[config.mk]
export PLATFORM = sky130hd
export DESIGN_NAME = text_window_cursor_control
export DESIGN_NICKNAME = d
export VERILOG_FILES = /design/src/rtl/twcc_pkg.sv /design/src/rtl/twcc_front.sv /design/src/rtl/twcc_fifo.sv /design/src/rtl/twcc_back.sv /design/src/rtl/text_window_cursor_control.sv
export VERILOG_INCLUDE_DIRS = /design/src /design/src/rtl
export SDC_FILE = /design/constraint.sdc
export NUM_CORES = 1
export LEC_CHECK = 0
export ABC_AREA = 1
export BUFFER_PORTS_ARGS = -buffer_cell sky130_fd_sc_hd__buf_2
export CAP_MARGIN = 10
export CORE_MARGIN = 8
export CORE_UTILIZATION = 45
export CTS_BUF_LIST = sky130_fd_sc_hd__clkbuf_4
export CTS_CLUSTER_DIAMETER = 40
export CTS_CLUSTER_SIZE = 8
export DETAILED_ROUTE_END_ITERATION = 7
export PLACE_DENSITY_LB_ADDON = 0.12
export SLEW_MARGIN = 30
export SYNTH_ARGS = -nofsm -noshare
export SYNTH_HDL_FRONTEND = slang
export SYNTH_SLANG_ARGS = --single-unit
[constraint.sdc]
create_clock -name aclk -period 4.9 [get_ports aclk]
set_input_delay 0.98 -clock aclk [delete_from_list [all_inputs] [get_ports aclk]]
set_output_delay 0.98 -clock aclk [all_outputs]
set_load 0.03 [all_outputs]
[src/rtl/assert_macros.svh]
// Assertion macros used by the RTL back end.
`ifndef ASSERT_MACROS_SVH
`define ASSERT_MACROS_SVH

// The consequent must hold in the same cycle as the antecedent.
`define TWCC_ASSERT_IMP(label, clk, rstn, ante, cons, msg) \
    label: assert property (@(posedge clk) disable iff (!rstn) (ante) |-> (cons)) \
        else $error(msg);

// The consequent must hold in the cycle after the antecedent.
`define TWCC_ASSERT_NEXT(label, clk, rstn, ante, cons, msg) \
    label: assert property (@(posedge clk) disable iff (!rstn) (ante) |=> (cons)) \
        else $error(msg);

`endif

[src/rtl/twcc_pkg.sv]
// Shared types, codes and constants of the text window cursor control block.
`timescale 1ns / 1ps

package twcc_pkg;

    localparam int COORD_BITS  = 8;
    localparam int CFG_BITS    = 8;
    localparam int TAB_BITS    = 4;
    localparam int CMP_W       = ((COORD_BITS > CFG_BITS) ? COORD_BITS : CFG_BITS) + 2;
    localparam int QUEUE_DEPTH = 4;
    localparam int QPTR_BITS   = $clog2(QUEUE_DEPTH);

    // Character codes.
    localparam logic [7:0] CH_NUL   = 8'h00;
    localparam logic [7:0] CH_BEL   = 8'h07;
    localparam logic [7:0] CH_BS    = 8'h08;
    localparam logic [7:0] CH_HT    = 8'h09;
    localparam logic [7:0] CH_LF    = 8'h0A;
    localparam logic [7:0] CH_VT    = 8'h0B;
    localparam logic [7:0] CH_FF    = 8'h0C;
    localparam logic [7:0] CH_CR    = 8'h0D;
    localparam logic [7:0] CH_SPACE = 8'h20;

    // Result action codes.
    localparam logic [1:0] ACT_GLYPH  = 2'd0;
    localparam logic [1:0] ACT_SCROLL = 2'd1;
    localparam logic [1:0] ACT_BEEP   = 2'd2;
    localparam logic [1:0] ACT_MOVE   = 2'd3;

    // Operation kinds passed from the front to the back.
    localparam logic [2:0] OP_GLYPH = 3'd0;
    localparam logic [2:0] OP_BEEP  = 3'd1;
    localparam logic [2:0] OP_BS    = 3'd2;
    localparam logic [2:0] OP_CR    = 3'd3;
    localparam logic [2:0] OP_LF    = 3'd4;
    localparam logic [2:0] OP_LOAD  = 3'd5;

    // Register indexes of the configuration port.
    localparam logic [2:0] REG_WIN_LEFT   = 3'd0;
    localparam logic [2:0] REG_WIN_TOP    = 3'd1;
    localparam logic [2:0] REG_WIN_WIDTH  = 3'd2;
    localparam logic [2:0] REG_WIN_HEIGHT = 3'd3;
    localparam logic [2:0] REG_TAB_WIDTH  = 3'd4;

    typedef struct packed {
        logic [CFG_BITS-1:0] win_left;
        logic [CFG_BITS-1:0] win_top;
        logic [CFG_BITS-1:0] win_width;
        logic [CFG_BITS-1:0] win_height;
        logic [TAB_BITS-1:0] tab_width;
    } cfg_t;

    typedef struct packed {
        logic [2:0]          kind;
        logic [7:0]          glyph;
        logic [TAB_BITS-1:0] count;
        logic [7:0]          load_col;
        logic [7:0]          load_row;
    } op_t;

endpackage

[src/rtl/twcc_front.sv]
// Front end: accepts characters and load commands and classifies them into operations.
`timescale 1ns / 1ps

module twcc_front
    import twcc_pkg::*;
(
    input  logic        aresetn,
    input  logic        s_tvalid,
    output logic        s_tready,
    input  logic [23:0] s_tdata,    // ch [7:0], load_col [15:8], load_row [23:16]
    input  logic        s_tuser,    // cmd
    input  cfg_t        cfg,
    input  logic        q_full,
    output logic        q_push,
    output op_t         q_op
);

    logic [7:0] ch;
    logic       drop;

    assign ch       = s_tdata[7:0];
    assign s_tready = !q_full;

    always_comb begin
        q_op          = '0;
        q_op.glyph    = ch;
        q_op.count    = TAB_BITS'(1);
        q_op.load_col = s_tdata[15:8];
        q_op.load_row = s_tdata[23:16];
        q_op.kind     = OP_GLYPH;
        drop          = 1'b0;
        if (s_tuser) begin
            q_op.kind = OP_LOAD;
        end else begin
            unique case (ch)
                CH_BEL: q_op.kind = OP_BEEP;
                CH_BS:  q_op.kind = OP_BS;
                CH_CR:  q_op.kind = OP_CR;
                CH_LF:  q_op.kind = OP_LF;
                CH_HT: begin
                    // A tab becomes a run of spaces under the printable rule.
                    q_op.glyph = CH_SPACE;
                    q_op.count = cfg.tab_width;
                    drop       = (cfg.tab_width == '0);
                end
                CH_FF, CH_VT, CH_NUL: drop = 1'b1;
                default: q_op.kind = OP_GLYPH;
            endcase
        end
    end

    assign q_push = s_tvalid && s_tready && !drop && aresetn;

endmodule

[src/rtl/twcc_fifo.sv]
// Short operation queue between the front end and the back end.
`timescale 1ns / 1ps

module twcc_fifo
    import twcc_pkg::*;
(
    input  logic aclk,
    input  logic aresetn,
    input  logic push,
    input  op_t  push_op,
    output logic full,
    input  logic pop,
    output logic head_valid,
    output op_t  head_op
);

    op_t                  entry_reg [QUEUE_DEPTH];
    logic [QPTR_BITS-1:0] wr_ptr_reg, wr_ptr_next;
    logic [QPTR_BITS-1:0] rd_ptr_reg, rd_ptr_next;
    logic [QPTR_BITS:0]   count_reg, count_next;
    logic                 do_push, do_pop;

    assign full       = (count_reg == (QPTR_BITS+1)'(QUEUE_DEPTH));
    assign head_valid = (count_reg != '0);
    assign head_op    = entry_reg[rd_ptr_reg];
    assign do_push    = push && !full;
    assign do_pop     = pop && head_valid;

    always_comb begin
        wr_ptr_next = do_push ? wr_ptr_reg + 1'b1 : wr_ptr_reg;
        rd_ptr_next = do_pop ? rd_ptr_reg + 1'b1 : rd_ptr_reg;
        count_next  = count_reg;
        if (do_push && !do_pop) begin
            count_next = count_reg + 1'b1;
        end else if (do_pop && !do_push) begin
            count_next = count_reg - 1'b1;
        end
    end

    always_ff @(posedge aclk) begin
        if (!aresetn) begin
            wr_ptr_reg <= '0;
            rd_ptr_reg <= '0;
            count_reg  <= '0;
        end else begin
            wr_ptr_reg <= wr_ptr_next;
            rd_ptr_reg <= rd_ptr_next;
            count_reg  <= count_next;
        end
    end

    always_ff @(posedge aclk) begin
        if (do_push) begin
            entry_reg[wr_ptr_reg] <= push_op;
        end
    end

endmodule

[src/rtl/twcc_back.sv]
// Back end: holds the cursor, carries out queued operations and registers each result.
`timescale 1ns / 1ps
`include "assert_macros.svh"

module twcc_back
    import twcc_pkg::*;
(
    input  logic        aclk,
    input  logic        aresetn,
    input  cfg_t        cfg,
    input  logic        head_valid,
    input  op_t         head_op,
    output logic        pop,
    output logic        m_tvalid,
    input  logic        m_tready,
    output logic [23:0] m_tdata,    // glyph [7:0], at_col [15:8], at_row [23:16]
    output logic [1:0]  m_tuser,    // action
    output logic        m_tlast
);

    logic [COORD_BITS-1:0] col_reg, col_next;
    logic [COORD_BITS-1:0] row_reg, row_next;
    logic                  scroll_pend_reg, scroll_pend_next;
    logic [TAB_BITS-1:0]   done_reg, done_next;

    logic                  out_valid_reg;
    logic [1:0]            out_action_reg;
    logic [7:0]            out_glyph_reg, out_col_reg, out_row_reg;
    logic                  out_last_reg;

    logic                  slot_free, emit;
    logic [1:0]            res_action;
    logic [7:0]            res_glyph, res_col, res_row;
    logic                  res_last;

    logic [CMP_W-1:0]      col_w, row_w, left_w, top_w, eff_w, eff_h;
    logic [CMP_W-1:0]      right_excl, bottom_excl, col_inc, g_col, g_row;
    logic                  g_wrap, g_scroll;
    logic [TAB_BITS-1:0]   done_inc;

    assign col_w       = CMP_W'(col_reg);
    assign row_w       = CMP_W'(row_reg);
    assign left_w      = CMP_W'(cfg.win_left);
    assign top_w       = CMP_W'(cfg.win_top);
    assign eff_w       = (cfg.win_width == '0) ? CMP_W'(1) : CMP_W'(cfg.win_width);
    assign eff_h       = (cfg.win_height == '0) ? CMP_W'(1) : CMP_W'(cfg.win_height);
    assign right_excl  = left_w + eff_w;
    assign bottom_excl = top_w + eff_h;

    // Printable step: advance, wrap at the right edge, clamp to the bottom row on scroll.
    assign col_inc  = col_w + 1'b1;
    assign g_wrap   = (col_inc >= right_excl);
    assign g_col    = g_wrap ? left_w : col_inc;
    assign g_row    = g_wrap ? row_w + 1'b1 : row_w;
    assign g_scroll = (g_row >= bottom_excl);
    assign done_inc = done_reg + 1'b1;

    assign slot_free = !out_valid_reg || m_tready;

    always_comb begin
        emit             = 1'b0;
        pop              = 1'b0;
        res_action       = ACT_MOVE;
        res_glyph        = '0;
        res_col          = 8'(col_reg);
        res_row          = 8'(row_reg);
        res_last         = 1'b1;
        col_next         = col_reg;
        row_next         = row_reg;
        scroll_pend_next = scroll_pend_reg;
        done_next        = done_reg;
        if (head_valid && slot_free) begin
            if (scroll_pend_reg) begin
                // Second result of a glyph that pushed the cursor past the bottom row.
                emit             = 1'b1;
                res_action       = ACT_SCROLL;
                res_last         = (done_reg == head_op.count);
                scroll_pend_next = 1'b0;
                if (res_last) begin
                    pop       = 1'b1;
                    done_next = '0;
                end
            end else begin
                unique case (head_op.kind)
                    OP_GLYPH: begin
                        emit       = 1'b1;
                        res_action = ACT_GLYPH;
                        res_glyph  = head_op.glyph;
                        col_next   = COORD_BITS'(g_col);
                        if (g_scroll) begin
                            row_next         = COORD_BITS'(bottom_excl - 1'b1);
                            scroll_pend_next = 1'b1;
                            done_next        = done_inc;
                            res_last         = 1'b0;
                        end else begin
                            row_next = COORD_BITS'(g_row);
                            res_last = (done_inc == head_op.count);
                            if (res_last) begin
                                pop       = 1'b1;
                                done_next = '0;
                            end else begin
                                done_next = done_inc;
                            end
                        end
                    end
                    OP_BEEP: begin
                        emit       = 1'b1;
                        pop        = 1'b1;
                        res_action = ACT_BEEP;
                    end
                    OP_BS: begin
                        pop = 1'b1;
                        if (col_w > left_w) begin
                            emit     = 1'b1;
                            col_next = col_reg - 1'b1;
                            res_col  = 8'(col_next);
                        end
                    end
                    OP_CR: begin
                        emit     = 1'b1;
                        pop      = 1'b1;
                        col_next = COORD_BITS'(cfg.win_left);
                        res_col  = 8'(col_next);
                    end
                    OP_LF: begin
                        emit     = 1'b1;
                        pop      = 1'b1;
                        col_next = COORD_BITS'(cfg.win_left);
                        res_col  = 8'(col_next);
                        if (row_w >= bottom_excl - 1'b1) begin
                            res_action = ACT_SCROLL;
                            row_next   = COORD_BITS'(bottom_excl - 1'b1);
                        end else begin
                            row_next = row_reg + 1'b1;
                        end
                        res_row = 8'(row_next);
                    end
                    OP_LOAD: begin
                        emit     = 1'b1;
                        pop      = 1'b1;
                        col_next = COORD_BITS'(head_op.load_col);
                        row_next = COORD_BITS'(head_op.load_row);
                        res_col  = 8'(col_next);
                        res_row  = 8'(row_next);
                    end
                    default: pop = 1'b1;
                endcase
            end
        end
    end

    always_ff @(posedge aclk) begin
        if (!aresetn) begin
            col_reg         <= '0;
            row_reg         <= '0;
            scroll_pend_reg <= 1'b0;
            done_reg        <= '0;
            out_valid_reg   <= 1'b0;
        end else begin
            col_reg         <= col_next;
            row_reg         <= row_next;
            scroll_pend_reg <= scroll_pend_next;
            done_reg        <= done_next;
            if (slot_free) begin
                out_valid_reg <= emit;
            end
        end
    end

    always_ff @(posedge aclk) begin
        if (slot_free && emit) begin
            out_action_reg <= res_action;
            out_glyph_reg  <= res_glyph;
            out_col_reg    <= res_col;
            out_row_reg    <= res_row;
            out_last_reg   <= res_last;
        end
    end

    assign m_tvalid = out_valid_reg;
    assign m_tuser  = out_action_reg;
    assign m_tdata  = {out_row_reg, out_col_reg, out_glyph_reg};
    assign m_tlast  = out_last_reg;

    `TWCC_ASSERT_IMP(a_scroll_has_op, aclk, aresetn, scroll_pend_reg, head_valid, "pending scroll without an operation")
    `TWCC_ASSERT_IMP(a_run_in_range, aclk, aresetn, head_valid && !scroll_pend_reg, done_reg < head_op.count || head_op.kind != OP_GLYPH, "glyph run counter past its end")
    `TWCC_ASSERT_NEXT(a_pop_clears_run, aclk, aresetn, pop, done_reg == '0 && !scroll_pend_reg, "run state left over after an operation completed")

endmodule

[src/rtl/text_window_cursor_control.sv]
// An input transfer is queued, and its result is registered when the output is free.
// Throughput: one transfer per cycle unless the queue is full; a tab gives one space a cycle
// and a glyph that scrolls a glyph then a scroll result while the single result register of
// the back end is free. The four-entry queue lets input transfers go on while results stall.
// Reset (aresetn low, synchronous) clears the cursor, the queue and the output stage
// and sets the window registers to 0, 0, 80, 25 and the tab width to 4.
`timescale 1ns / 1ps

module text_window_cursor_control
    import twcc_pkg::*;
(
    input  logic        aclk,
    input  logic        aresetn,
    input  logic        s_tvalid,
    output logic        s_tready,
    input  logic [23:0] s_tdata,    // ch [7:0], load_col [15:8], load_row [23:16]
    input  logic        s_tuser,    // cmd
    output logic        m_tvalid,
    input  logic        m_tready,
    output logic [23:0] m_tdata,    // glyph [7:0], at_col [15:8], at_row [23:16]
    output logic [1:0]  m_tuser,    // action
    output logic        m_tlast,
    input  logic        psel,
    input  logic        penable,
    input  logic        pwrite,
    input  logic [4:0]  paddr,
    input  logic [31:0] pwdata,
    output logic [31:0] prdata,
    output logic        pready
);

    cfg_t       cfg_reg, cfg_next;
    logic [2:0] reg_idx;
    logic       wr_en;
    logic       q_full, q_push, q_pop, head_valid;
    op_t        q_op, head_op;

    assign pready  = 1'b1;
    assign reg_idx = paddr[4:2];
    assign wr_en   = psel && penable && pwrite && pready;

    always_comb begin
        cfg_next = cfg_reg;
        if (wr_en) begin
            unique case (reg_idx)
                REG_WIN_LEFT:   cfg_next.win_left   = pwdata[CFG_BITS-1:0];
                REG_WIN_TOP:    cfg_next.win_top    = pwdata[CFG_BITS-1:0];
                REG_WIN_WIDTH:  cfg_next.win_width  = pwdata[CFG_BITS-1:0];
                REG_WIN_HEIGHT: cfg_next.win_height = pwdata[CFG_BITS-1:0];
                REG_TAB_WIDTH:  cfg_next.tab_width  = pwdata[TAB_BITS-1:0];
                default:        cfg_next = cfg_reg;
            endcase
        end
    end

    always_comb begin
        unique case (reg_idx)
            REG_WIN_LEFT:   prdata = 32'(cfg_reg.win_left);
            REG_WIN_TOP:    prdata = 32'(cfg_reg.win_top);
            REG_WIN_WIDTH:  prdata = 32'(cfg_reg.win_width);
            REG_WIN_HEIGHT: prdata = 32'(cfg_reg.win_height);
            REG_TAB_WIDTH:  prdata = 32'(cfg_reg.tab_width);
            default:        prdata = '0;
        endcase
    end

    always_ff @(posedge aclk) begin
        if (!aresetn) begin
            cfg_reg.win_left   <= '0;
            cfg_reg.win_top    <= '0;
            cfg_reg.win_width  <= CFG_BITS'(80);
            cfg_reg.win_height <= CFG_BITS'(25);
            cfg_reg.tab_width  <= TAB_BITS'(4);
        end else begin
            cfg_reg <= cfg_next;
        end
    end

    twcc_front u_front (
        .aresetn  (aresetn),
        .s_tvalid (s_tvalid),
        .s_tready (s_tready),
        .s_tdata  (s_tdata),
        .s_tuser  (s_tuser),
        .cfg      (cfg_reg),
        .q_full   (q_full),
        .q_push   (q_push),
        .q_op     (q_op)
    );

    twcc_fifo u_fifo (
        .aclk       (aclk),
        .aresetn    (aresetn),
        .push       (q_push),
        .push_op    (q_op),
        .full       (q_full),
        .pop        (q_pop),
        .head_valid (head_valid),
        .head_op    (head_op)
    );

    twcc_back u_back (
        .aclk       (aclk),
        .aresetn    (aresetn),
        .cfg        (cfg_reg),
        .head_valid (head_valid),
        .head_op    (head_op),
        .pop        (q_pop),
        .m_tvalid   (m_tvalid),
        .m_tready   (m_tready),
        .m_tdata    (m_tdata),
        .m_tuser    (m_tuser),
        .m_tlast    (m_tlast)
    );

endmodule
# ---- Word level (Yosys, flattened, before mapping)
# Memories as Yosys holds them, arrays and structs flattened. A register that Yosys moved wholly into a read port is not among the register bits.
# Index checks and enable logic that the tools add are counted.
dict set report op_classes {
  addsub 12
  order_cmp 4
  n_eq_ne 20
  muxes 52
  bitwise 3
  reduce_logical 41
}
# op count
set ops {}
lappend ops {{$mux W8} 10}
lappend ops {{$eq A8 B4 Y1 const B} 6}
lappend ops {{$pmux W8 S3} 2}
lappend ops {{$pmux W8 S5} 1}
lappend ops {{$pmux W8 S4} 1}
lappend ops {{$logic_not A8 Y1} 3}
lappend ops {{$mux W12} 2}
lappend ops {{$add A8 B10 Y10} 2}
lappend ops {{$mux W4} 5}
lappend ops {{$add A8 B1 Y9 const B} 2}
lappend ops {{$mux W1} 18}
lappend ops {{$pmux W8 S2} 1}
lappend ops {{$eq A3 B2 Y1 const B} 4}
lappend ops {{$eq A3 B3 Y1 const B} 4}
lappend ops {{$pmux W3 S4} 1}
lappend ops {{$logic_and A1 B1 Y1} 11}
lappend ops {{$ge A10 B10 Y1} 1}
lappend ops {{$ge A8 B10 Y1} 1}
lappend ops {{$ge A9 B10 Y1} 1}
lappend ops {{$mux W10} 1}
lappend ops {{$reduce_and A2 Y1} 5}
lappend ops {{$sub A10 B1 Y10 const B} 1}
lappend ops {{$mux W3} 3}
lappend ops {{$reduce_and A3 Y1} 3}
lappend ops {{other kinds (25)} 43}
dict set report word_totals {
  ff_bits 92
  ram_bits 124
  inputBits 69
  out_inout_bits 62
  elab_cells 152
  mem_count 1
}
# memory words word_bits read_ports rd_ports_with_merged_regs write_ports line
set mem_list {}
lappend mem_list {u_fifo.entry_reg 4 31 1 1 1 twcc_fifo.sv:17} ;# op_t entry_reg [QUEUE_DEPTH];

# ---- Longest topological paths before layout
# Gate-level depths: netlist of the first run.
dict set report depth {
  word_depth 14
  depth_mapped 36
  mapped_depth_nobuf 35
}

# ---- Modules after synthesis
# From an unflattened synthesis of the first run, not the netlist that was laid out.
dict set report hier_totals {
  hier_cells 1494
  area_unflattened_um2 12675.9
}
# module instances cells_each area_per_inst_um2 seq_area_each_um2
set modules_own_cells {}
lappend modules_own_cells {twcc_fifo 1 369 5165.0 3903.7}
lappend modules_own_cells {twcc_back 1 725 5121.2 1251.2}
lappend modules_own_cells {text_window_cursor_control 1 322 2004.4 720.7}
lappend modules_own_cells {twcc_front 1 78 385.4 0.0}

# ---- Worst setup path after synthesis of the first run
# OpenSTA, ideal clock, no wires.
dict set report synth_timing {
  kind {reg2reg}
  from {reg cfg_reg[13] (netlist bit)}
  to {reg u_fifo.count_reg[2]}
  setup_ps 122
  arrival_ps 4971
  t_required_ps 4778
  path_slack_ps -193
  path_stages_with_launch 36
  n_path_buf 1
  synth_period_minus_slack_ps 5093
  cell_sequence {dfxtp_1 -> nor4_1 -> a21o_1 -> ha_1 -> fa_1 -> nand3_1 -> nand2_1 -> a21oi_1 -> o21ai_0 -> a21o_1 -> a21oi_1 -> ha_1 -> inv_1 -> nor2_1 -> a21oi_1 -> nand3_1 -> buf_2 -> nand2_1 -> o21a_1 -> inv_1 -> ha_1 -> nand2_1 -> o21ai_0 -> nand2_1 -> nand4_1 -> inv_1 -> nand4_1 -> nand2_1 -> nand3_1 -> ha_1 -> inv_1 -> fa_1 -> a21oi_1 -> o21ai_0 -> o21ai_0 -> a21oi_1}
}
dict set report synth_between {
  elab_chain_cells 14
  elab_cells_between_ends 16
  cone_classes {add/sub (1); order compare (2); mux (7); reduce/logical (6)}
}
# element line
set synth_rtl {}
lappend synth_rtl {{from (decl)} text_window_cursor_control.sv:32} ;# cfg_t cfg_reg, cfg_next;
lappend synth_rtl {{from (signal assigned)} text_window_cursor_control.sv:75} ;# cfg_reg <= cfg_next;
lappend synth_rtl {{$logic_not A8 Y1} twcc_back.sv:45} ;# assign eff_w = (cfg.win_width == '0) ? CMP_W'(1) : CMP_W'(cfg.win_width);
lappend synth_rtl {{$mux W8 *} twcc_back.sv:45}
lappend synth_rtl {{$add A8 B10 Y10 *} twcc_back.sv:47} ;# assign right_excl = left_w + eff_w;
lappend synth_rtl {{$ge A9 B10 Y1 *} twcc_back.sv:52} ;# assign g_wrap = (col_inc >= right_excl);
lappend synth_rtl {{$mux W10 *} twcc_back.sv:54} ;# assign g_row = g_wrap ? row_w + 1'b1 : row_w;
lappend synth_rtl {{$ge A10 B10 Y1 *} twcc_back.sv:55} ;# assign g_scroll = (g_row >= bottom_excl);
lappend synth_rtl {{$mux W1 *} twcc_back.sv:90} ;# if (g_scroll) begin
lappend synth_rtl {{$mux W1 *} twcc_back.sv:84} ;# unique case (head_op.kind)
lappend synth_rtl {{$mux W1 *} twcc_back.sv:73} ;# if (scroll_pend_reg) begin
lappend synth_rtl {{$mux W1 *} twcc_back.sv:72} ;# if (head_valid && slot_free) begin
lappend synth_rtl {{$logic_and A1 B1 Y1 *} twcc_fifo.sv:27} ;# assign do_pop = pop && head_valid;
lappend synth_rtl {{$logic_not A1 Y1} twcc_fifo.sv:33} ;# if (do_push && !do_pop) begin
lappend synth_rtl {{$logic_and A1 B1 Y1} twcc_fifo.sv:33}
lappend synth_rtl {{$mux W3 or $reduce_bool A2 Y1 (tied branches)} --}
lappend synth_rtl {{to (signal assigned)} twcc_fifo.sv:48} ;# count_reg <= count_next;
lappend synth_rtl {{to (decl)} twcc_fifo.sv:20} ;# logic [QPTR_BITS:0] count_reg, count_next;
# Every way passes the cells marked *; elsewhere a longest branch is shown, timed or not.
# A chain may end at the register's enable or synchronous reset.

# ---- Final worst setup path of the first run
dict set report layout_timing {
  from {reg cfg_reg[16] (netlist bit)}
  to {reg u_fifo.count_reg[1]}
}
dict set report layout_between {
  elab_chain_cells 14
  elab_cells_between_ends 16
  cone_classes {add/sub (1); order compare (2); mux (7); reduce/logical (6)}
}
# element line
set layout_rtl {}
lappend layout_rtl {{$logic_not A8 Y1} twcc_back.sv:45}
lappend layout_rtl {{$mux W8 *} twcc_back.sv:45}
lappend layout_rtl {{$add A8 B10 Y10 *} twcc_back.sv:47}
lappend layout_rtl {{$ge A9 B10 Y1 *} twcc_back.sv:52}
lappend layout_rtl {{$mux W10 *} twcc_back.sv:54}
lappend layout_rtl {{$ge A10 B10 Y1 *} twcc_back.sv:55}
lappend layout_rtl {{$mux W1 *} twcc_back.sv:90}
lappend layout_rtl {{$mux W1 *} twcc_back.sv:84}
lappend layout_rtl {{$mux W1 *} twcc_back.sv:73}
lappend layout_rtl {{$mux W1 *} twcc_back.sv:72}
lappend layout_rtl {{$logic_and A1 B1 Y1 *} twcc_fifo.sv:27}
lappend layout_rtl {{$logic_not A1 Y1 *} twcc_fifo.sv:33}
lappend layout_rtl {{$logic_and A1 B1 Y1 *} twcc_fifo.sv:33}
lappend layout_rtl {{$mux W3 *} twcc_fifo.sv:33}
lappend layout_rtl {{named net u_fifo.count_next[1]} twcc_fifo.sv:20}
# The timed path passes the listed nets; every way through them passes the cells marked *.

==> results of run 1 <==
final timing paths:
kind | from | to | cells past startpoint
min | u_fifo.rd_ptr_reg[1] | u_fifo.rd_ptr_reg[1] | 2
max reg2reg | cfg_reg[16] | u_fifo.count_reg[1] | 34
max | cfg_reg[16] | u_fifo.count_reg[1] | 34
min reg2reg | u_fifo.rd_ptr_reg[1] | u_fifo.rd_ptr_reg[1] | 2
power groups by stage:
stage,registers (mW),logic [mW],clock network (mW)
2_1_floorplan,2.71,2.28,0
3_3_place_gp,2.49,3.48,0
3_5_place_dp,2.49,3.52,0
4_1_cts,2.45,3.58,1.42
5_1_grt,2.48,4.12,1.50
6_report,2.45,3.70,1.38
cell type report:
type	instances	area share
Sequential cell	218	0.428
Inverter	149	0.0414
Antenna cell	1	0.000182
Multi-Input combinational cell	956	0.395
Timing Repair Buffer	139	0.0657
Tap cell	335	0.0305
Clock inverter	13	0.0119
Clock buffer	51	0.0278
cell usage after synthesis (4+ instances only):
cell type / count
nand3_1: 74
inv_2: 7
o22ai_1: 11
clkbuf_1: 34
inv_1: 134
buf_4: 26
nor4_1: 6
a221oi_1: 4
nor2_1: 149
nand4_1: 26
ha_1: 60
a21oi_1: 93
buf_2: 7
nand2_1: 260
o21ai_1: 4
clkinv_1: 5
o2111ai_1: 4
xor2_1: 29
dfxtp_1: 67
xnor2_1: 7
o21a_1: 4
o21ai_0: 132
edfxtp_1: 151
nor3_1: 9
o211ai_1: 10
cell families (layout without fill, tap and decap cells):
family	Yosys count	after routing	share of synthesized area
xor gates and xnor gates	36	36	0.0264
DFF	218	218	0.491
AOI/OAI and AO/OA	284	284	0.133
adders and majority gates	63	63	0.0678
muxes	1	1	0.000837
and+or+nand+nor	547	547	0.200
buffers and inverters	219	352	0.0797
other	2	26	0.000628
placed cells by master (no fill, tap or decap), types with 4 or more instances in the layout:
master,n
xnor2_1,6
a21oi_1,85
conb_1,25
o22ai_1,11
nor3_1,9
nand4_1,26
nor2_1,144
clkinv_1,9
nand2_1,252
nand3_4,4
inv_1,130
bufinv_16,4
nand3_1,70
inv_2,12
nor2_4,4
nor2_2,4
buf_2,79
o21ai_1,8
buf_4,55
clkbuf_4,51
xor2_1,28
o2111ai_1,4
a221oi_1,4
nand2_2,11
dfxtp_1,62
o21ai_0,125
edfxtp_1,151
o211ai_1,10
o21a_1,4
dfxtp_2,5
a21oi_2,10
nor4_1,4
ha_1,57
per-layer routing:
metal  share of wire  GRT usage  vias up
met3           0.056     0.0335       64
met2            0.48      0.321      267
met4           0.026     0.0641        0
met5               0          0        -
met1            0.44      0.245     4538
li1                -          -     4899
stage by stage:
step | std cells | power [mW] | setup slack [ps] | util | area [um^2]
6_report | 1862 | 7.53 | -321 | 0.528 | 13800
2_1_floorplan | 1393 | 4.99 | 43.4 | - | 12100
4_1_cts | 1853 | 7.45 | -96.7 | 0.520 | 13600
3_3_place_gp | 1786 | 5.97 | -249 | 0.496 | 12900
5_1_grt | 1862 | 8.09 | -589 | 0.528 | 13800
3_5_place_dp | 1787 | 6.01 | -357 | 0.497 | 12900
worst max-delay path: cells and delay by family, from the launching register on:
| kind | cells | cell delay [ps] |
|---|---|---|
| buffers and inverters | 6 | 600 |
| AND/OR/NAND/NOR | 11 | 1060 |
| AO/OA/AOI/OAI | 11 | 1410 |
| flip-flops | 1 | 330 |
| adder cells (fa/ha/maj) | 6 | 1700 |
repair_timing:
action                     CTS  global route
gates resized for setup     20            28
hold endpoints to repair     0             0
cloned                       0             1
setup endpoints to repair    3             3
setup buffers                2             7
pin swaps                    3            22
==> results.yml, run 1 <==
timing:
  fin_ws_ps: -321
  fmax_ghz: 0.192
  hold_viol: 0
  fin_crit_sh: 1.07
  grt_setup_unrepaired: "yes"
  tightestPinTransition_ps: 761
  skew_ps: 28.7
  tns_ps: -712
  period_minus_slack_ps: 5220
  setup_viol: 3
  max_slew_margin: 0.491
  hold_ws_ps: 486
  finalMaxSlewViolations: 0
clock_tree:
  cts.clk_slew.worst_paths_ps: 90
  htree_levels: 2
  ctsHoldBuffers: 0
  cts_buffer_depth: 3
  clkSinkCount: 218
  cts_tree: "done"
  numCtsBuffers: 39
  cts-root-buf: "clkbuf_4"
  clock_latency_ps: 630
critical_path:
  cp_slowest_cell: "fa_2"
  arrival_ps: 5740
  startpoint_type: "flip-flop"
  critPathKind: "flip-flop to flip-flop"
  r2r_slack_ps: -320
  crit_required_ps: 5420
  critPathMaxStageDelay_ps: 420
  worst_setup_path_end_kind: "flip-flop"
  crit_fanout: 7
final_layout:
  seqCellArea_um2: 5880
  fin_nets: 1635
  fillers: 2462
  area_growth_pct: 15.0
  drive_gt1_frac: 0.186
  multi_input_comb_area_um2: 5430
  largest_register_ffs: 124
detailed_routing:
  drc: 0
  ant_nets: 0
  vias_per_cell: 5.25
  drtIter0Drc: 751
  dr.pass1.iters: 5
  vias: 9768
  wire_per_inst_um: 16.7
  wirelength_um: 31100
synthesis:
  synthCells: 1370
  synth_top_cell_by_area: "edfxtp_1"
  synth_top_cell_area_share: 0.379
  synth_area_leaders: "edfxtp_1 (38%), dfxtp_1 (11%), nand2_1 (8.2%)"
  ys_ff_latch: 218
  ys_types: 54
  ys_async_sr_fraction: 0
  syn_area_per_cell_um2: 8.73
  synth_edf_count: 151
  syn_area_um2: 12000
  seq_area_frac_synth: 0.491
  ys_warn_count: 0
  ys.flop_type: "edfxtp_1"
global_routing:
  grt_use_total: 0.191
  antenna_found_initial: 1
  grt_pass1_wl_um: 48400
  grt_overflow: 0
  grt_pass1_vias: 9202
  grt_start_max_net_pins: 64
floorplan:
  die_w_um: 179
  placeableCoreArea_um2: 26100
  ioPinCount: 131
  die_h_um: 179
  core.rowCount: 59
  floorplan.initialDensity: 0.459
  die_area_um2: 32000
status:
  violations: "negative setup slack"
  status: "complete, but fails checks"
pwr:
  comb_power_share: 0.491
  ir_drop_mv: 0.380
  power_density_nw_per_um2: 548
  seqPwrFrac: 0.325
  swShare: 0.438
  p_leak_nw: 5.81
  clkPwrFrac: 0.183
  p_int_mw: 4.23
  switchingPower_mw: 3.30
placed_design:
  gp_congestion: 0.873
  dp_hpwl_um: 22100
  port_buffers: 79
job:
  drv_cap: 0
min_path:
  hold_class: "flip-flop to flip-flop"
No activity file was read; power rests on OpenSTA's default activity.
==> run 2: changes to the inputs <==
- CORE_UTILIZATION: 45 -> 25
- GPL_TIMING_DRIVEN: default -> 0
==> run 2 against run 1 <==
The run still ends with negative setup slack left. Worst setup slack worse by 67 ps. Non-clock buffer count is 40 higher. Global-route usage shrank 6.0 points. Clock skew up 42 ps. Highest routed layer unchanged. Cell area is 5.3% higher. Die area grew 72%. Largest cell class unchanged. Total power rose by 5.2%. Maximum frequency shrank 1.3%. Sequential power hardly changed. Largest power group unchanged. Core utilization fell by 22 points.
==> results.yml, run 2 (synthesis results as in run 1) <==
floorplan:
  die_h_um: 235
  die_area_um2: 55100
  ioPinCount: 131
  placeableCoreArea_um2: 47400
  core.rowCount: 80
  die_w_um: 235
  floorplan.initialDensity: 0.252
clock_tree:
  cts_buffer_depth: 3
  cts-root-buf: "clkbuf_4"
  htree_levels: 2
  cts_tree: "done"
  clock_latency_ps: 740
  ctsHoldBuffers: 0
  numCtsBuffers: 41
  cts.clk_slew.worst_paths_ps: 90
  clkSinkCount: 218
critical_path:
  critical_path_depth: 33
  r2r_slack_ps: -390
  worst_setup_path_end_kind: "flip-flop"
  rr_worst_depth: 33
  cp_slowest_cell: "fa_2"
  critPathMaxStageDelay_ps: 430
  critPathKind: "flip-flop to flip-flop"
  arrival_ps: 5870
  rr_startpoint: "cfg_reg[19]"
  worstReg2RegEnd: "u_fifo.count_reg[1]"
  crit_path_frequent_cell: "nand2_2"
  crit_buf_inv: 5
  critPathTopFamily: "adder cells"
  crit_fanout: 5
  startpoint_type: "flip-flop"
  crit_required_ps: 5490
status:
  violations: "negative setup slack"
  status: "complete, but fails checks"
detailed_routing:
  vias_per_cell: 4.46
  wirelength_um: 37000
  dr.pass1.iters: 5
  wire_per_inst_um: 16.9
  drc: 0
  ant_nets: 0
  drtIter0Drc: 490
  vias: 9766
pwr:
  clkPwrFrac: 0.192
  p_leak_nw: 5.96
  seqPwrFrac: 0.311
  switchingPower_mw: 3.53
  swShare: 0.446
  comb_power_share: 0.497
  p_int_mw: 4.39
  power_density_nw_per_um2: 547
  ir_drop_mv: 0.204
min_path:
  hold_end: "u_fifo.entry_reg[0][11]"
  hold_path_startpoint: "s_tdata[11]"
  whs_path_depth: 1
  hold_class: "input port to flip-flop"
timing:
  fin_ws_ps: -387
  tightestPinTransition_ps: 784
  fmax_ghz: 0.189
  hold_viol: 0
  period_minus_slack_ps: 5290
  setup_viol: 7
  skew_ps: 70.2
  max_slew_margin: 0.472
  finalMaxSlewViolations: 0
  grt_setup_unrepaired: "yes"
  fin_crit_sh: 1.08
final_layout:
  area_growth_pct: 21.1
  drive_gt1_frac: 0.193
  layout_common_cells: "nand2_1 (252), edfxtp_1 (151), nor2_1 (144)"
  final_common_cell: "nand2_1"
  largest_register_ffs: 124
  post-route-cell-area_um2: 14500
  utilization: 0.305
  fin_nets: 1678
global_routing:
  grt_use_total: 0.131
  grt_overflow: 0
  grt_pass1_wl_um: 56900
  grt_start_max_net_pins: 19
  antenna_found_initial: 2
  grt_pass1_vias: 9632
placed_design:
  place_area_um2: 13400
  dp_hpwl_um: 27700
  port_buffers: 78
  gp_congestion: 0.819
job:
  drv_cap: 0
==> run 2: how the worst max path moves through the flow <==
| stage | start | end |
|---|---|---|
| final | cfg_reg[19] | u_fifo.count_reg[1] |
| after global routing | cfg_reg[19] | u_fifo.count_reg[2] |
| after CTS | cfg_reg[18] | u_fifo.count_reg[2] |
| after detailed placement | cfg_reg[18] | u_fifo.count_reg[1] |
| after global placement | cfg_reg[18] | u_fifo.count_reg[1] |
| after floorplan | cfg_reg[17] | u_fifo.count_reg[2] |
==> run 2: metrics by stage <==
step	instances	power [mW]	TNS, ps	hold WS, ps	worst slack, ps
6_report	2189	7.92	-992	455	-387
5_1_grt	2189	8.54	-3540	378	-710
4_1_cts	2178	7.93	-638	371	-314
3_5_place_dp	2092	6.21	-6510	464	-1010
3_3_place_gp	2086	6.11	-27090	452	-947
2_1_floorplan	1393	4.99	0	436	43.4
==> run 2: routing by layer <==
metal | vias up | track usage | share of wire
li1 | 4998 | - | -
met1 | 4545 | 0.169 | 0.46
met3 | 44 | 0.0253 | 0.040
met2 | 179 | 0.222 | 0.48
met5 | - | 0 | 0
met4 | 0 | 0.0336 | 0.017
==> run 2: power by group through the flow <==
stage          Sequential [mW]  Clock [mW]  Combinational [mW]
4_1_cts                   2.46        1.58                3.88
2_1_floorplan             2.71           0                2.28
6_report                  2.46        1.52                3.94
3_3_place_gp              2.54           0                3.57
5_1_grt                   2.49        1.66                4.39
3_5_place_dp              2.50           0                3.70
==> run 2: cell type report <==
type                       count  area (um^2)
clock inverter                22          264
clock buffer                  46          345
tap                          615          769
buffer                        69          405
antenna                        3         7.51
inverter                     149          572
timing repair buffer         110          754
fill                        5116        33000
multi-input combinational    957         5470
sequential                   218         5890
==> run 2: worst register-to-register path: cells and delay by family (launching register included) <==
kind	cells	cell delay [ps]
and+or+nand+nor	12	1160
DFF	1	370
buffers and inverters	5	530
adders and majority gates	6	1760
AOI/OAI and AO/OA	10	1330
==> run 2: timing repair <==
item,CTS,global route
gates cloned,1,1
pin swaps,15,14
setup endpoints to repair,21,28
gates resized for setup,54,20
setup buffers,18,8
==> run 3: changes to the inputs <==
- SYNTH_HIERARCHICAL: default -> 1
==> run 3 against run 2 <==
The run still ends with negative setup slack left. Wire length grew 6.4%. Global-route usage grew 0.50 points. Hold slack lost 35 ps. Sequential cell count is the same. Total power shrank 0.49%. Largest power group unchanged. Synthesized area grew 6.0%. Critical path type unchanged. Cell area grew 5.7%. First-iteration DRC count shrank 8.8%. Maximum frequency shrank 4.6%. Via count grew 7.6%. Worst setup slack lost 260 ps. Highest routed layer is now met5.
==> results.yml, run 3 <==
timing:
  hold_viol: 0
  finalMaxSlewViolations: 0
  max_slew_margin: 0.468
  tightestPinTransition_ps: 798
  grt_setup_unrepaired: "yes"
  period_minus_slack_ps: 5540
  fin_crit_sh: 1.13
  skew_ps: 53.4
  hold_ws_ps: 420
  fin_ws_ps: -644
  setup_viol: 15
  tns_ps: -4410
  fmax_ghz: 0.180
detailed_routing:
  wirelength_um: 39400
  drtIter0Drc: 447
  ant_nets: 0
  vias_per_cell: 4.44
  vias: 10500
  wire_per_inst_um: 16.6
  dr.pass1.iters: 5
  drc: 0
critical_path:
  worst_setup_path_end_kind: "flip-flop"
  critPathMaxStageDelay_ps: 440
  arrival_ps: 6180
  r2r_slack_ps: -640
  cp_slowest_cell: "fa_2"
  critPathKind: "flip-flop to flip-flop"
  rr_worst_depth: 31
  worstReg2RegEnd: "u_fifo/count_reg[1]"
  rr_startpoint: "cfg_reg[16]"
  crit_required_ps: 5540
  crit_fanout: 7
  startpoint_type: "flip-flop"
  crit_path_frequent_cell: "o21ai_2"
min_path:
  hold_path_startpoint: "s_tdata[18]"
  hold_end: "u_fifo/entry_reg[0][2]"
  hold_class: "input port to flip-flop"
  whs_path_depth: 1
pwr:
  power_density_nw_per_um2: 516
  p_int_mw: 4.42
  p_total_mw: 7.89
  comb_power_share: 0.483
  seqPwrFrac: 0.314
  switchingPower_mw: 3.46
  swShare: 0.439
  clkPwrFrac: 0.203
  ir_drop_mv: 0.308
  p_leak_nw: 6.44
synthesis:
  seq_area_frac_synth: 0.464
  ys_types: 50
  ys_ff_latch: 218
  synth_common_cells: "nand2_1 (269), nor2_1 (230), inv_1 (156)"
  synth_top_cell_area_share: 0.358
  ys.flop_type: "edfxtp_1"
  synth_most_common_cell: "nand2_1"
  synth_edf_count: 151
  ys_warn_count: 6
  synthCells: 1494
  syn_area_per_cell_um2: 8.48
  ys_async_sr_fraction: 0
  synth_area_leaders: "edfxtp_1 (36%), dfxtp_1 (11%), nand2_1 (8.0%)"
  syn_area_um2: 12700
  synth_top_cell_by_area: "edfxtp_1"
placed_design:
  numPlacedInstances: 2259
  dp_hpwl_um: 29100
  gp_congestion: 0.836
  place_area_um2: 14200
  pre_cts_ws_ps: -1290
  port_buffers: 62
global_routing:
  grt_pass1_wl_um: 61100
  grt_pass1_vias: 10700
  grt_overflow: 0
  antenna_found_initial: 3
  grt_use_total: 0.136
  grt_start_max_net_pins: 18
floorplan:
  die_h_um: 241
  die_area_um2: 58200
  core.rowCount: 82
  ioPinCount: 131
  die_w_um: 241
  placeableCoreArea_um2: 50100
  floorplan.initialDensity: 0.253
final_layout:
  post-route-cell-area_um2: 15300
  largest_register_ffs: 124
  fin_nets: 1790
  utilization: 0.306
  area_growth_pct: 20.7
  final_common_cell: "nand2_1"
  fillers: 5421
  layout_common_cells: "nand2_1 (262), nor2_1 (223), edfxtp_1 (151)"
  drive_gt1_frac: 0.219
  stdcell_count: 2369
clock_tree:
  numCtsBuffers: 47
  htree_levels: 2
  ctsHoldBuffers: 0
  cts_tree: "done"
  clock_latency_ps: 770
  cts-root-buf: "clkbuf_4"
  cts_buffer_depth: 3
  clkSinkCount: 218
  cts.clk_slew.worst_paths_ps: 80
status:
  violations: "negative setup slack"
  status: "complete, but fails checks"
job:
  drv_cap: 0
[run 3: cell types whose count changed after synthesis, moves of 8 or more]
cell / delta
o21ai_0: -85
nor2_1: +81
o21ai_1: +61
a21oi_1: -33
inv_1: +22
buf_4: +20
o22ai_1: +20
clkbuf_1: -17
nand3_2: +15
nand2_2: +11
buf_2: +9
buf_6: +9
nand2_1: +9
nor2_2: +8
[run 3: power groups by stage]
| stage | Sequential, mW | Combinational [mW] | Clock [mW] |
|---|---|---|---|
| after global placement | 2.53 | 3.36 | 0 |
| after floorplan | 2.69 | 2.15 | 0 |
| after CTS | 2.48 | 3.76 | 1.68 |
| after global routing | 2.50 | 4.23 | 1.76 |
| final | 2.47 | 3.81 | 1.60 |
| after detailed placement | 2.52 | 3.44 | 0 |
[run 3: how the worst max path moves through the flow]
stage,start,endpoint,slack [ps],cells after the start
after floorplan,cfg_reg[18],u_fifo/count_reg[1],-140,33
after global placement,cfg_reg[18],u_fifo/count_reg[1],-1310,32
after detailed placement,cfg_reg[18],u_fifo/count_reg[1],-1290,32
after CTS,cfg_reg[16],u_fifo/count_reg[1],-700,33
after global routing,cfg_reg[16],u_fifo/count_reg[2],-980,36
final,cfg_reg[16],u_fifo/count_reg[1],-640,31
[run 3: final cells by class]
type / count / area [um^2] / area share
diodes: 2 / 5.00 / 0.000327
plain buffers: 93 / 662 / 0.0433
clock buffers: 54 / 405 / 0.0265
clock inverters: 32 / 285 / 0.0187
inverters: 170 / 649 / 0.0425
multi-input cells: 1036 / 5850 / 0.383
flip-flops and latches: 218 / 5880 / 0.385
well taps: 672 / 841 / 0.0550
repair buffers: 92 / 712 / 0.0465
[run 3: cells by family (layout without fill, tap and decap cells)]
kind of cell               Yosys count  in the layout  synth area share
AOI/OAI and AO/OA                  246            246             0.110
and+or+nand+nor                    673            673             0.242
buffers and inverters              263            441             0.100
other                                2             27          0.000592
xor gates and xnor gates            29             29            0.0200
adders and majority gates           63             63            0.0640
DFF                                218            218             0.464
[run 3: critical path: cells and delay by family, from the launching register on]
family          cells  cell delay (ps)
buf+inv             4              390
simple gates        8             1210
fa+ha+maj           6             1670
flops               1              370
compound gates     12             1650
xor+xnor            1              100
[run 3: timing repair]
action,CTS,global route
gates resized for setup,39,20
setup endpoints to repair,21,21
setup buffers,15,6
pin swaps,19,22
cloned,1,0
[run 3: per-layer routing]
layer	up-vias	GRT usage	routed length, um
li1	5298	-	-
met1	4963	0.174	18100
met2	188	0.229	18800
met3	59	0.0267	1710
met4	2	0.0415	744
met5	-	0	13
